--- src/belt_block_cipher_unit_macros.svh ---
// Assertion macros shared by the belt cipher unit.
`ifndef BELT_BLOCK_CIPHER_UNIT_MACROS_SVH
`define BELT_BLOCK_CIPHER_UNIT_MACROS_SVH

// Same-cycle implication, sampled on clk_i and disabled while rst_ni is low.
`define BELT_ASSERT_NOW(label, ante, cons, msg) \
  label: assert property (@(posedge clk_i) disable iff (!rst_ni) (ante) |-> (cons)) \
    else $error(msg);

// Next-cycle implication, sampled on clk_i and disabled while rst_ni is low.
`define BELT_ASSERT_NEXT(label, ante, cons, msg) \
  label: assert property (@(posedge clk_i) disable iff (!rst_ni) (ante) |=> (cons)) \
    else $error(msg);

`endif

--- src/belt_pkg.sv ---
// Types, constants and the byte substitution shared by the belt cipher unit.
package belt_pkg;

  // Configuration register indexes.
  localparam logic [2:0] CFG_KEY_01   = 3'd0;
  localparam logic [2:0] CFG_KEY_23   = 3'd1;
  localparam logic [2:0] CFG_KEY_45   = 3'd2;
  localparam logic [2:0] CFG_KEY_67   = 3'd3;
  localparam logic [2:0] CFG_KEY_SIZE = 3'd4;

  // Key size codes; any other code selects the full 256-bit key.
  localparam logic [1:0] KEY_SIZE_128 = 2'd0;
  localparam logic [1:0] KEY_SIZE_192 = 2'd1;
  localparam logic [1:0] KEY_SIZE_256 = 2'd2;

  // Command codes carried in the cmd field of an input transaction.
  localparam logic CMD_ENCRYPT = 1'b0;
  localparam logic CMD_DECRYPT = 1'b1;

  localparam int unsigned ROUNDS = 8;
  localparam int unsigned STEPS  = 7;
  localparam int unsigned STAGES = ROUNDS * STEPS;

  typedef struct packed {
    logic        cmd;
    logic [31:0] in_word0;
    logic [31:0] in_word1;
    logic [31:0] in_word2;
    logic [31:0] in_word3;
  } belt_in_t;

  typedef struct packed {
    logic [31:0] out_word0;
    logic [31:0] out_word1;
    logic [31:0] out_word2;
    logic [31:0] out_word3;
  } belt_out_t;

  typedef struct packed {
    logic        cmd;
    logic [31:0] a;
    logic [31:0] b;
    logic [31:0] c;
    logic [31:0] d;
  } belt_state_t;

  typedef logic [7:0][31:0] belt_key_t;

  localparam logic [7:0] SBOX [256] = '{
    8'hB1, 8'h94, 8'hBA, 8'hC8, 8'h0A, 8'h08, 8'hF5, 8'h3B,
    8'h36, 8'h6D, 8'h00, 8'h8E, 8'h58, 8'h4A, 8'h5D, 8'hE4,
    8'h85, 8'h04, 8'hFA, 8'h9D, 8'h1B, 8'hB6, 8'hC7, 8'hAC,
    8'h25, 8'h2E, 8'h72, 8'hC2, 8'h02, 8'hFD, 8'hCE, 8'h0D,
    8'h5B, 8'hE3, 8'hD6, 8'h12, 8'h17, 8'hB9, 8'h61, 8'h81,
    8'hFE, 8'h67, 8'h86, 8'hAD, 8'h71, 8'h6B, 8'h89, 8'h0B,
    8'h5C, 8'hB0, 8'hC0, 8'hFF, 8'h33, 8'hC3, 8'h56, 8'hB8,
    8'h35, 8'hC4, 8'h05, 8'hAE, 8'hD8, 8'hE0, 8'h7F, 8'h99,
    8'hE1, 8'h2B, 8'hDC, 8'h1A, 8'hE2, 8'h82, 8'h57, 8'hEC,
    8'h70, 8'h3F, 8'hCC, 8'hF0, 8'h95, 8'hEE, 8'h8D, 8'hF1,
    8'hC1, 8'hAB, 8'h76, 8'h38, 8'h9F, 8'hE6, 8'h78, 8'hCA,
    8'hF7, 8'hC6, 8'hF8, 8'h60, 8'hD5, 8'hBB, 8'h9C, 8'h4F,
    8'hF3, 8'h3C, 8'h65, 8'h7B, 8'h63, 8'h7C, 8'h30, 8'h6A,
    8'hDD, 8'h4E, 8'hA7, 8'h79, 8'h9E, 8'hB2, 8'h3D, 8'h31,
    8'h3E, 8'h98, 8'hB5, 8'h6E, 8'h27, 8'hD3, 8'hBC, 8'hCF,
    8'h59, 8'h1E, 8'h18, 8'h1F, 8'h4C, 8'h5A, 8'hB7, 8'h93,
    8'hE9, 8'hDE, 8'hE7, 8'h2C, 8'h8F, 8'h0C, 8'h0F, 8'hA6,
    8'h2D, 8'hDB, 8'h49, 8'hF4, 8'h6F, 8'h73, 8'h96, 8'h47,
    8'h06, 8'h07, 8'h53, 8'h16, 8'hED, 8'h24, 8'h7A, 8'h37,
    8'h39, 8'hCB, 8'hA3, 8'h83, 8'h03, 8'hA9, 8'h8B, 8'hF6,
    8'h92, 8'hBD, 8'h9B, 8'h1C, 8'hE5, 8'hD1, 8'h41, 8'h01,
    8'h54, 8'h45, 8'hFB, 8'hC9, 8'h5E, 8'h4D, 8'h0E, 8'hF2,
    8'h68, 8'h20, 8'h80, 8'hAA, 8'h22, 8'h7D, 8'h64, 8'h2F,
    8'h26, 8'h87, 8'hF9, 8'h34, 8'h90, 8'h40, 8'h55, 8'h11,
    8'hBE, 8'h32, 8'h97, 8'h13, 8'h43, 8'hFC, 8'h9A, 8'h48,
    8'hA0, 8'h2A, 8'h88, 8'h5F, 8'h19, 8'h4B, 8'h09, 8'hA1,
    8'h7E, 8'hCD, 8'hA4, 8'hD0, 8'h15, 8'h44, 8'hAF, 8'h8C,
    8'hA5, 8'h84, 8'h50, 8'hBF, 8'h66, 8'hD2, 8'hE8, 8'h8A,
    8'hA2, 8'hD7, 8'h46, 8'h52, 8'h42, 8'hA8, 8'hDF, 8'hB3,
    8'h69, 8'h74, 8'hC5, 8'h51, 8'hEB, 8'h23, 8'h29, 8'h21,
    8'hD4, 8'hEF, 8'hD9, 8'hB4, 8'h3A, 8'h62, 8'h28, 8'h75,
    8'h91, 8'h14, 8'h10, 8'hEA, 8'h77, 8'h6C, 8'hDA, 8'h1D
  };

  // Substitutes every byte of a word through the S-box.
  function automatic logic [31:0] belt_sub(input logic [31:0] x);
    return {SBOX[x[31:24]], SBOX[x[23:16]], SBOX[x[15:8]], SBOX[x[7:0]]};
  endfunction

endpackage

--- src/belt_out_skid.sv ---
// Output register with a skid entry for the result channel.
module belt_out_skid
  import belt_pkg::*;
(
  input  logic      clk_i,
  input  logic      rst_ni,
  input  logic      push_i,
  input  belt_out_t data_i,
  output logic      full_o,
  output logic      out_valid_o,
  input  logic      out_stall_i,
  output belt_out_t out_data_o
);

  logic      out_valid_q;
  logic      skid_valid_q;
  belt_out_t out_q;
  belt_out_t skid_q;
  logic      hold;

  // The output holds while a valid result is stalled; otherwise it refills.
  assign hold = out_valid_q && out_stall_i;

  always_ff @(posedge clk_i or negedge rst_ni) begin
    if (!rst_ni) begin
      out_valid_q  <= 1'b0;
      skid_valid_q <= 1'b0;
    end else if (hold) begin
      if (push_i) begin
        skid_valid_q <= 1'b1;
      end
    end else if (skid_valid_q) begin
      out_valid_q  <= 1'b1;
      skid_valid_q <= 1'b0;
    end else begin
      out_valid_q <= push_i;
    end
  end

  always_ff @(posedge clk_i) begin
    if (hold) begin
      if (push_i) begin
        skid_q <= data_i;
      end
    end else if (skid_valid_q) begin
      out_q <= skid_q;
    end else if (push_i) begin
      out_q <= data_i;
    end
  end

  assign full_o      = skid_valid_q;
  assign out_valid_o = out_valid_q;
  assign out_data_o  = out_q;

endmodule

--- config.mk ---
export PLATFORM = sky130hd
export DESIGN_NAME = belt_out_skid
export DESIGN_NICKNAME = d
export VERILOG_FILES = /design/src/belt_block_cipher_unit_macros.svh /design/src/belt_pkg.sv /design/src/belt_out_skid.sv
export SDC_FILE = /design/constraint.sdc
export NUM_CORES = 1
export LEC_CHECK = 0
export ABC_CLOCK_PERIOD_IN_PS = 24400
export BUFFER_PORTS_ARGS = -buffer_cell sky130_fd_sc_hd__buf_2
export CAP_MARGIN = 20
export CORE_MARGIN = 2
export CORE_UTILIZATION = 50
export CTS_CLUSTER_SIZE = 25
export DETAILED_ROUTE_END_ITERATION = 7
export PLACE_DENSITY = 0.82
export SYNTH_ARGS = -nofsm -noshare
export SYNTH_HDL_FRONTEND = slang
export SYNTH_SLANG_ARGS = --single-unit
export TNS_END_PERCENT = 20
--- constraint.sdc ---
create_clock -name clk_i -period 24.4 [get_ports clk_i]
set_input_delay 4.88 -clock clk_i [delete_from_list [all_inputs] [get_ports clk_i]]
set_output_delay 4.88 -clock clk_i [all_outputs]
set_load 0.005 [all_outputs]
==> Yosys cells after proc, flatten, opt, wreduce, memory -nomap -nowiden <==
Cells that the tools add are included.
{ "op_classes": {"n_reduce_logical": 4, "eq_ne": 1, "muxes": 5, "bitwise": 1} }
{ "op_table": {"columns": ["cell", "count"], "rows": [
  ["two-way mux 128 bit", 2],
  ["AND reduction 2 bit", 2],
  ["two-way mux 1 bit", 3],
  ["inequality test 2 bit (second input constant)", 1],
  ["nonzero test 2 bit", 1],
  ["logical AND 1 bit", 1],
  ["NOT 1 bit", 1]
]} }
{ "word_totals": {"out_inout_bits": 130, "regBits": 258, "elab_cells": 21, "in_bits": 132} }

==> Depth between registers and ports, before layout <==
Gate-level depths: netlist of run 1.
{ "depth": {"depth_word": 3, "depth_mapped": 4, "ltp_nobuf": 1} }

==> Least setup slack after synthesis of run 1 <==
Ideal clock, no wire load.
{ "synth_timing": {"path_type": "input-to-reg", "from": "input port push_i", "to": "register out_q, in the netlist out_data_o[0], enable pin", "setup_time_ns": 0.676, "stages": 1, "setup_slack_ns": 12.302, "n_path_buf": 0, "required_time_ns": 23.724, "t_arrival_ns": 11.422, "path_cell_list": "a2bb2oi_1"} }
{ "synth_via": {"elab_chain_cells": 2} }
{ "synth_lines": {"columns": ["item", "line_no", "text"], "rows": [
  ["start, declared", "belt_out_skid.sv:7", "input logic push_i,"],
  ["nonzero test 2 bit (no source line)", null, null],
  ["AND reduction 2 bit (no source line)", null, null],
  ["end signal, assigned", "belt_out_skid.sv:46", "out_q <= skid_q;"],
  ["end signal, assigned", "belt_out_skid.sv:48", "out_q <= data_i;"],
  ["end, declared", "belt_out_skid.sv:17", "belt_out_t out_q;"]
]} }
Every way passes these cells.
A chain may end at the register's enable or synchronous reset.

==> Worst setup path after layout of run 1 <==
{ "layout_timing": {"from": "register skid_valid_q (netlist: full_o)", "to": "output port full_o"} }
{ "layout_rtl": {"columns": ["item", "line_no", "text"], "rows": [
  ["start, declared", "belt_out_skid.sv:16", "logic skid_valid_q;"],
  ["start signal, assigned", "belt_out_skid.sv:27", "skid_valid_q <= 1'b0;"],
  ["start signal, assigned", "belt_out_skid.sv:30", "skid_valid_q <= 1'b1;"],
  ["start signal, assigned", "belt_out_skid.sv:34", "skid_valid_q <= 1'b0;"],
  ["end, declared", "belt_out_skid.sv:9", "output logic full_o,"]
]} }
No word-level cell between the ends.

==> results of run 1 <==
==> cells in the final DEF (no fill, tap or decap), drive strengths merged <==
cell / n
o211a: 1
edfxtp: 256
bufinv: 1
mux2: 128
buf: 267
and3: 1
dfrtp: 2
clkbuf: 37
a211o: 1
clkinv: 9
diode: 1
a2bb2oi: 1
==> cell families after synthesis <==
logic type / Yosys count / synth area share
mux: 128 / 0.183
flops: 258 / 0.799
simple gates: 1 / 0.000646
buf+inv: 15 / 0.0152
compound gates: 3 / 0.00284
==> how the worst max path moves through the flow <==
stage / end / slack [ns] / depth (start not counted)
after detailed placement: skid_q[68] / 17.32 / 3
after global routing: full_o / 17.82 / 1
after CTS: skid_q[104] / 17.86 / 3
final: full_o / 17.92 / 1
after global placement: skid_q[17] / 17.43 / 3
after floorplan: out_data_o[0] / 12.30 / 1
==> flip-flops by register name, indices dropped and copies added, names as in the netlist <==
name,count
out_data_o,128
full_o,1
skid_q,128
out_valid_o,1
==> through the flow <==
| step | util | power, W | hold WS [ns] | instances |
|---|---|---|---|---|
| global route | 0.642 | 0.00103 | 0.557 | 964 |
| floorplan | - | 0.000595 | 0.523 | 405 |
| finish | 0.642 | 0.000997 | 0.542 | 965 |
| CTS | 0.641 | 0.00101 | 0.548 | 963 |
| global placement | 0.597 | 0.000627 | 0.529 | 916 |
| detailed placement | 0.597 | 0.000631 | 0.531 | 916 |
==> where the power goes <==
group | internal (W) | leakage [nW] | switching, W | total [W]
Clock | 0.000224 | 0.409 | 0.000152 | 0.000376
Sequential | 0.000525 | 2.44 | 0.0000103 | 0.000535
Combinational | 0.0000467 | 1.89 | 0.0000396 | 0.0000862
==> layer usage <==
metal	up-vias	wire length, um	global-route usage
li1	2194	-	-
met1	2375	7090	0.210
met2	219	8400	0.271
met3	38	1500	0.0506
met4	2	454	0.0568
met5	-	13	0
==> layout make-up <==
class                           instances  area (sq um)  area share
Tap cell                              260           325      0.0269
Clock inverter                         10          73.8     0.00611
Clock buffer                           37           753      0.0623
Antenna cell                            1          2.50    0.000207
Timing Repair Buffer                  267          1370       0.113
Multi-Input combinational cell        132          1820       0.151
Sequential cell                       258          7740       0.640
==> flow_metrics.py, run 1 <==
metrics = {
    "outcome": {
        "status": "complete, no violations",
    },
    "clocking": {
        "clk_latency_ns": 0.51,
        "clockBufferDepth": 3,
        "postCtsSetupBuffers": 0,
        "root_buffer": "clkbuf_16",
        "cts_hold_buf": 0,
        "cts_max_level": 1,
        "cts.clk_slew.worst_paths_ns": 0.06,
        "tritoncts": "built",
        "cts_resized": 0,
        "cts_num_sinks": 258,
        "cts_buffers": 26,
    },
    "logic_synthesis": {
        "synthArstFlopShare": 0.00775,
        "yosysUniqueCellTypes": 11,
        "synth_edf_count": 256,
        "synthTopCellsByArea": "edfxtp_1, mux2_4, mux2_2, buf_6, dfrtp_1",
        "synth_ff_type": "edfxtp_1",
        "synth-seq-cells": 258,
        "synth_seq_area_share": 0.799,
        "yosysMostFrequentCell": "edfxtp_1",
        "synth.avg_cell_area_sq_um": 23.9,
        "synth_cells": 405,
        "synth_top_area_cell": "edfxtp_1",
        "synthesis.area_sq_um": 9690,
        "synthesis.nets": 537,
        "yosysWarnings": 0,
        "yosysTopAreaCellShare": 0.794,
        "synthTopCellsByCount": "edfxtp_1, mux2_4, mux2_2",
    },
    "hold_path": {
        "hold_path_class": "register to register",
        "holdPathEnd": "out_data_o[25]",
        "holdPathStages": 1,
        "min-delay-start": "skid_q[25]",
    },
    "final_layout": {
        "n_fill_cell": 1304,
        "syn2layout_area_growth_pct": 24.8,
        "drive_gt1_frac": 0.618,
        "nets": 817,
        "final_area_sq_um": 12100,
    },
    "placed_design": {
        "io_buffer_count": 261,
        "hpwlAfterDp_mm": 11.7,
        "gp_congestion": 0.772,
        "dpl-instance-area_sq_um": 11200,
        "pre_cts_slack_ns": 17.32,
    },
    "global_routing": {
        "grt_usage": 0.165,
        "grt_max_degree": 91,
        "grt_pass1_wl_mm": 26.4,
        "antenna_found_initial": 1,
        "grt-ovfl-total": 0,
        "grt_pass1_vias": 5087,
    },
    "route": {
        "first_pass_iters": 4,
        "num_vias": 4828,
        "ant_nets": 0,
        "drt-wirelength-per-cell_um": 18.1,
        "drt_drc_violations_left": 0,
        "wirelength_mm": 17.5,
        "via_per_inst": 5.00,
        "dr.first_iter.drc_count": 267,
    },
    "setup_path": {
        "ff2ff_path_depth": 2,
        "r2r_start": "full_o",
        "critPathRequiredTime_ns": 19.52,
        "crit_chain": "buf_2",
        "critPathBufInv": 1,
        "worstPathArrival_ns": 1.60,
        "crit_family": "flip-flops",
        "slowest_delay_ns": 0.86,
        "startpoint_type": "register",
        "crit_start": "full_o",
        "rr_endpoint": "out_data_o[23]",
        "path_class": "register to primary output",
        "cp_slowest_cell": "dfrtp_4",
        "endpoint_kind": "primary output",
        "crit_fanout": 43,
        "ff2ff_setup_slack_ns": 22.02,
    },
    "die": {
        "dieHeight_um": 143,
        "core_sq_um": 18800,
        "dieArea_sq_um": 20500,
        "fp-row-count": 50,
        "die_w_um": 143,
        "ioPinCount": 262,
        "start_util": 0.514,
    },
    "sta": {
        "finClkSkew_ns": 0.0123,
        "worst_pin_slew_ns": 1.03,
        "fin_crit_sh": 0.266,
        "setup_slack_ns": 17.92,
        "max_freq_mhz": 154,
        "setup_viol_count_final": 0,
        "hold_violations": 0,
        "relSlewSlack": 0.316,
        "drv_slew": 0,
        "rsz0062_at_grt": "no",
        "finalSetupTns_ns": 0,
        "fin_crit_ns": 6.48,
    },
    "pwr": {
        "power.density_nw_per_um2": 82.5,
        "irDropWorstVdd_v": 0.0000640,
        "p_leak_nw": 4.74,
    },
    "job": {
        "maxCapViolCount": 0,
    },
}
No activity file was read; power rests on OpenSTA's default activity.
==> run 2, diff against run 1 <==
--- a/config.mk
+++ b/config.mk
@@ -5,7 +5,8 @@
 export SDC_FILE = /design/constraint.sdc
 export NUM_CORES = 1
 export LEC_CHECK = 0
-export ABC_CLOCK_PERIOD_IN_PS = 24400
+export ABC_AREA = 1
+export ABC_CLOCK_PERIOD_IN_PS = 6400
 export BUFFER_PORTS_ARGS = -buffer_cell sky130_fd_sc_hd__buf_2
 export CAP_MARGIN = 20
 export CORE_MARGIN = 2
==> constraint.sdc (replaced) <==
create_clock -name clk_i -period 6.4 [get_ports clk_i]
set_input_delay 1.28 -clock clk_i [delete_from_list [all_inputs] [get_ports clk_i]]
set_output_delay 1.28 -clock clk_i [all_outputs]
set_load 0.005 [all_outputs]
==> run 2 against run 1 <==
  * Area after synthesis is 3.1% lower
  * Sequential share of layout area grew 2.1 points
  * Highest routed layer is now met4
  * Clock skew down 0.0057 ns
  * Non-clock buffer count is 1 higher
  * Clock power grew to 3.8 times the previous value
  * Setup slack got worse by 14 ns
  * Largest power group unchanged
  * Final area is 3.2% lower
  * Clock-buffer cell count shrank 3
  * Core utilization shrank 1.2 points
  * Sequential cell count is the same
  * Via count up 24%
==> flow_metrics.py, run 2 <==
metrics = {
    "placed_design": {
        "hpwlAfterDp_mm": 12.5,
        "io_buffer_count": 261,
        "pre_cts_slack_ns": 3.38,
        "gp_congestion": 0.810,
        "dpl-instance-area_sq_um": 10900,
    },
    "clocking": {
        "cts_hold_buf": 0,
        "tritoncts": "built",
        "postCtsSetupBuffers": 0,
        "cts.clk_slew.worst_paths_ns": 0.06,
        "cts_resized": 0,
        "clockBufferDepth": 3,
        "cts_buffers": 26,
        "root_buffer": "clkbuf_16",
        "cts_max_level": 1,
        "clk_latency_ns": 0.51,
        "cts_num_sinks": 258,
    },
    "sta": {
        "fin_crit_ns": 2.56,
        "relSlewSlack": 0.359,
        "fin_crit_sh": 0.400,
        "setup_viol_count_final": 0,
        "drv_slew": 0,
        "worst_pin_slew_ns": 0.962,
        "finalSetupTns_ns": 0,
        "hold_violations": 0,
        "rsz0062_at_grt": "no",
        "setup_slack_ns": 3.84,
        "finClkSkew_ns": 0.00668,
        "max_freq_mhz": 391,
    },
    "global_routing": {
        "grt_pass1_wl_mm": 29.5,
        "antenna_found_initial": 1,
        "grt_max_degree": 107,
        "grt_usage": 0.187,
        "grt-ovfl-total": 0,
        "grt_pass1_vias": 5790,
    },
    "final_layout": {
        "syn2layout_area_growth_pct": 24.7,
        "fin_util": 0.630,
        "final_area_sq_um": 11700,
        "drive_gt1_frac": 0.317,
        "n_fill_cell": 1346,
        "layout_common_cells": "nand2_1, buf_2, edfxtp_1",
        "nets": 1079,
        "final_common_cell": "nand2_1",
    },
    "logic_synthesis": {
        "synthTopCellsByCount": "nand2_1, edfxtp_1, buf_2, buf_4, nor2_1",
        "synth_top_area_cell": "edfxtp_1",
        "synth_ff_type": "edfxtp_1",
        "synth-seq-cells": 258,
        "synthTopCellsByArea": "edfxtp_1, nand2_1, buf_4, buf_2, dfrtp_1",
        "synth_edf_count": 256,
        "yosysMostFrequentCell": "nand2_1",
        "yosysUniqueCellTypes": 8,
        "synth_seq_area_share": 0.824,
        "synthesis.nets": 811,
        "synthesis.area_sq_um": 9390,
        "yosysTopAreaCellShare": 0.819,
        "synth_cells": 679,
        "synth.avg_cell_area_sq_um": 13.8,
        "yosysWarnings": 0,
        "synthArstFlopShare": 0.00775,
    },
    "setup_path": {
        "slowest_delay_ns": 0.60,
        "endpoint_kind": "primary output",
        "crit_chain": "buf_2",
        "cp_slowest_cell": "dfrtp_4",
        "crit_fanout": 26,
        "ff2ff_path_depth": 5,
        "critPathBufInv": 1,
        "rr_endpoint": "out_data_o[43]",
        "worstPathArrival_ns": 1.28,
        "crit_family": "flip-flops",
        "critPathRequiredTime_ns": 5.12,
        "ff2ff_setup_slack_ns": 4.00,
        "path_class": "register to primary output",
        "startpoint_type": "register",
        "r2r_start": "full_o",
    },
    "job": {
        "maxCapViolCount": 0,
    },
    "die": {
        "start_util": 0.505,
        "ioPinCount": 262,
        "core_sq_um": 18600,
        "dieArea_sq_um": 19900,
        "fp-row-count": 50,
        "die_w_um": 141,
        "dieHeight_um": 141,
    },
    "hold_path": {
        "hold_path_class": "register to register",
        "min-delay-start": "skid_q[73]",
        "holdPathEnd": "out_data_o[73]",
        "holdPathStages": 2,
    },
    "route": {
        "num_vias": 5977,
        "ant_nets": 0,
        "wirelength_mm": 19.3,
        "dr.first_iter.drc_count": 354,
        "via_per_inst": 4.97,
        "drt-wirelength-per-cell_um": 16.0,
        "first_pass_iters": 5,
        "drt_drc_violations_left": 0,
    },
    "pwr": {
        "power.density_nw_per_um2": 321,
        "p_leak_nw": 5.05,
        "power.total_w": 0.00376,
        "irDropWorstVdd_v": 0.000226,
    },
    "outcome": {
        "status": "complete, no violations",
    },
}
[run 2: cell types whose count changed in the layout (fill, tap and decap cells not counted), moves of 2 or more]
cell      previous run  this run
clkbuf_8             4         0
clkinv_1             4         6
inv_1                0         2
mux2_2              41         0
mux2_4              87         0
nand2_1              0       386
nor2_1               0         2
nor2_4               0         2
[run 2: worst max-delay path by stage]
stage          slack, ns         from              to  depth (start not counted)
2_1_floorplan      -0.90  out_stall_i       skid_q[0]                          2
3_3_place_gp        3.47       full_o  out_data_o[40]                          5
3_5_place_dp        3.38       full_o  out_data_o[43]                          5
4_1_cts             3.41       full_o  out_data_o[43]                          5
5_1_grt             3.80       full_o          full_o                          1
6_report            3.84       full_o          full_o                          1
[run 2: through the flow]
| step | instances | hold slack, ns |
|---|---|---|
| final | 1202 | 0.515 |
| after global routing | 1202 | 0.533 |
| after CTS | 1200 | 0.518 |
| after detailed placement | 1152 | 0.503 |
| after global placement | 1152 | 0.496 |
| after floorplan | 679 | 0.491 |
[run 2: layer usage]
metal | wire, um | GRT usage | up-vias
met5 | 0 | 0 | -
met4 | 523 | 0.0663 | 0
met3 | 1570 | 0.0418 | 43
met2 | 9680 | 0.315 | 257
met1 | 7520 | 0.241 | 2838
li1 | - | - | 2839
[run 2: cells by family (layout without fill, tap and decap cells)]
group | after synthesis | count (layout) | synth area share
flip-flops | 258 | 258 | 0.824
AND/OR/NAND/NOR | 390 | 390 | 0.156
buffers and inverters | 31 | 319 | 0.0199
other | 0 | 1 | 0
[run 2: area by class of cell]
type / instances / area (sq um) / share of cell area
repair buffers: 268 / 1380 / 0.118
flip-flops and latches: 258 / 7740 / 0.661
well taps: 234 / 293 / 0.0250
multi-input cells: 390 / 1480 / 0.126
clock inverters: 14 / 97.6 / 0.00834
inverters: 3 / 13.8 / 0.00118
diodes: 1 / 2.50 / 0.000214
clock buffers: 34 / 702 / 0.0600
[run 2: power breakdown]
group,internal (W),total [W],switching [W]
logic,0.000115,0.000309,0.000195
clock network,0.000813,0.00141,0.000597
registers,0.00201,0.00204,0.0000350
total,0.00294,0.00376,0.000826
[run 2: worst register-to-register path: stages (launching register included)]
cell	delay, ns
dfrtp_4	0.60
buf_4	0.23
inv_4	0.41
buf_4	0.71
nand2_1	0.21
nand2_1	0.11
==> run 3, diff against run 2 <==
--- a/config.mk
+++ b/config.mk
@@ -5,15 +5,15 @@
 export SDC_FILE = /design/constraint.sdc
 export NUM_CORES = 1
 export LEC_CHECK = 0
-export ABC_AREA = 1
-export ABC_CLOCK_PERIOD_IN_PS = 6400
+export ABC_AREA = 0
+export ABC_CLOCK_PERIOD_IN_PS = 2200
 export BUFFER_PORTS_ARGS = -buffer_cell sky130_fd_sc_hd__buf_2
 export CAP_MARGIN = 20
 export CORE_MARGIN = 2
-export CORE_UTILIZATION = 50
+export CORE_UTILIZATION = 47
 export CTS_CLUSTER_SIZE = 25
 export DETAILED_ROUTE_END_ITERATION = 7
-export PLACE_DENSITY = 0.82
+export PLACE_DENSITY = 0.81
 export SYNTH_ARGS = -nofsm -noshare
 export SYNTH_HDL_FRONTEND = slang
 export SYNTH_SLANG_ARGS = --single-unit
==> constraint.sdc (replaced) <==
create_clock -name clk_i -period 2.2 [get_ports clk_i]
set_input_delay 0.44 -clock clk_i [delete_from_list [all_inputs] [get_ports clk_i]]
set_output_delay 0.44 -clock clk_i [all_outputs]
set_load 0.005 [all_outputs]
==> run 3 against run 2 <==
  * Sequential share of layout area decreased by 2.9 points
  * Setup slack got worse by 3.7 ns
  * Clock power increased to 3.1 times the previous value
  * Sequential power increased to 2.9 times the previous value
  * Clock-buffer cell count decreased by 4
  * Clock skew increased by 0.011 ns
  * Critical endpoint unchanged
  * Total power increased to 3.0 times the previous value
  * Critical path type unchanged
  * Cell count decreased by 18%
  * Combinational power increased to 3.3 times the previous value
  * Highest routed layer unchanged
  * Non-clock buffer count increased by 2
  * Final area increased by 4.5%
==> flow_metrics.py, run 3 (synthesized netlist as in run 1, its figures left out) <==
metrics = {
    "clocking": {
        "cts_max_level": 1,
        "cts_num_sinks": 258,
        "cts.clk_slew.worst_paths_ns": 0.06,
        "clockBufferDepth": 3,
        "cts_buffers": 27,
        "clk_latency_ns": 0.53,
        "tritoncts": "built",
        "root_buffer": "clkbuf_16",
    },
    "route": {
        "drt_drc_violations_left": 0,
        "via_per_inst": 4.91,
        "num_vias": 4815,
        "wirelength_mm": 18.4,
        "dr.first_iter.drc_count": 183,
        "first_pass_iters": 4,
        "drt-wirelength-per-cell_um": 18.7,
        "ant_nets": 0,
    },
    "pwr": {
        "p_leak_nw": 4.79,
        "power.density_nw_per_um2": 926,
        "irDropWorstVdd_v": 0.000615,
    },
    "die": {
        "core_sq_um": 20200,
        "dieArea_sq_um": 21800,
        "fp-row-count": 52,
        "die_w_um": 148,
        "start_util": 0.479,
        "dieHeight_um": 148,
        "ioPinCount": 262,
    },
    "hold_path": {
        "hold_path_class": "input port to register",
    },
    "setup_path": {
        "crit_fanout": 38,
        "worstPathArrival_ns": 1.61,
        "startpoint_type": "register",
        "critPathRequiredTime_ns": 1.76,
        "endpoint_kind": "primary output",
        "path_class": "register to primary output",
    },
    "sta": {
        "setup_viol_count_final": 0,
        "drv_slew": 0,
        "relSlewSlack": 0.734,
        "finClkSkew_ns": 0.0173,
        "fin_crit_ns": 2.05,
        "rsz0062_at_grt": "no",
        "worst_pin_slew_ns": 0.400,
        "fin_crit_sh": 0.933,
        "worst_hold_slack_ns": 0.0964,
        "hold_violations": 0,
        "max_freq_mhz": 487,
    },
    "job": {
        "maxCapViolCount": 0,
    },
    "global_routing": {
        "antenna_found_initial": 1,
        "grt-ovfl-total": 0,
        "grt_usage": 0.164,
        "grt_pass1_vias": 5236,
        "grt_max_degree": 65,
        "grt_pass1_wl_mm": 28.2,
    },
    "final_layout": {
        "layout_common_cells": "buf_2, edfxtp_1, mux2_4",
        "drive_gt1_frac": 0.623,
        "final_common_cell": "buf_2",
        "syn2layout_area_growth_pct": 26.3,
        "fin_util": 0.605,
        "nets": 821,
    },
    "placed_design": {
        "io_buffer_count": 261,
        "gp_congestion": 0.765,
        "hpwlAfterDp_mm": 12.5,
    },
    "outcome": {
        "status": "complete, no violations",
    },
}
-- run 3: through the flow --
| stage | total power [W] | setup TNS, ns | setup WS, ns | std cells | cell area (sq um) |
|---|---|---|---|---|---|
| after floorplan | 0.00656 | -164.60 | -0.975 | 405 | 9710 |
| after global placement | 0.00699 | 0 | 0.601 | 929 | 11400 |
| after detailed placement | 0.00704 | 0 | 0.581 | 929 | 11400 |
| after CTS | 0.0115 | 0 | 0.0994 | 980 | 12200 |
| after global routing | 0.0117 | 0 | 0.0674 | 981 | 12200 |
| final | 0.0113 | 0 | 0.148 | 981 | 12200 |
-- run 3: worst max-delay path: stages, from the launching register on --
cell     delay [ns]
dfrtp_4        0.62
buf_12         0.28
buf_2          0.16
-- run 3: layout make-up --
| cell class | count | area [sq um] |
|---|---|---|
| flip-flops and latches | 258 | 7740 |
| repair buffers | 270 | 1460 |
| multi-input cells | 132 | 1820 |
| well taps | 270 | 338 |
| diodes | 1 | 2.50 |
| clock inverters | 20 | 181 |
| clock buffers | 30 | 687 |
| fillers | 1489 | 8000 |
-- run 3: report_power, final --
part	switching (W)	total [W]	internal, W	leakage (nW)
combinational	0.000468	0.00101	0.000540	1.92
clock	0.00181	0.00441	0.00260	0.427
sequential	0.0000984	0.00591	0.00582	2.44
-- run 3: path summary, 6_finish.rpt --
kind | startpoint | endpoint | slack, ns | cells after the start
max | full_o | full_o | 0.15 | 2
min | data_i[12] | skid_q[12] | 0.1 | 1
max in group asynchronous | rst_ni | full_o | 1.87 | 2
min in group asynchronous | rst_ni | out_valid_o | 0.22 | 2
min reg2reg | skid_q[73] | out_data_o[73] | 0.54 | 1
max reg2reg | full_o | out_data_o[48] | 0.58 | 2
-- run 3: metal layers --
layer | global-route usage | routed length (um)
met5 | 0 | 0
met1 | 0.212 | 7480
met4 | 0.0611 | 565
met3 | 0.0472 | 1470
met2 | 0.265 | 8870
-- run 3: timing repair --
action | 4_1_cts | 5_1_grt
hold endpoints to repair | 2 | 0
resized for setup | 0 | 0
setup buffers | 0 | 0
hold buffers | 1 | 0
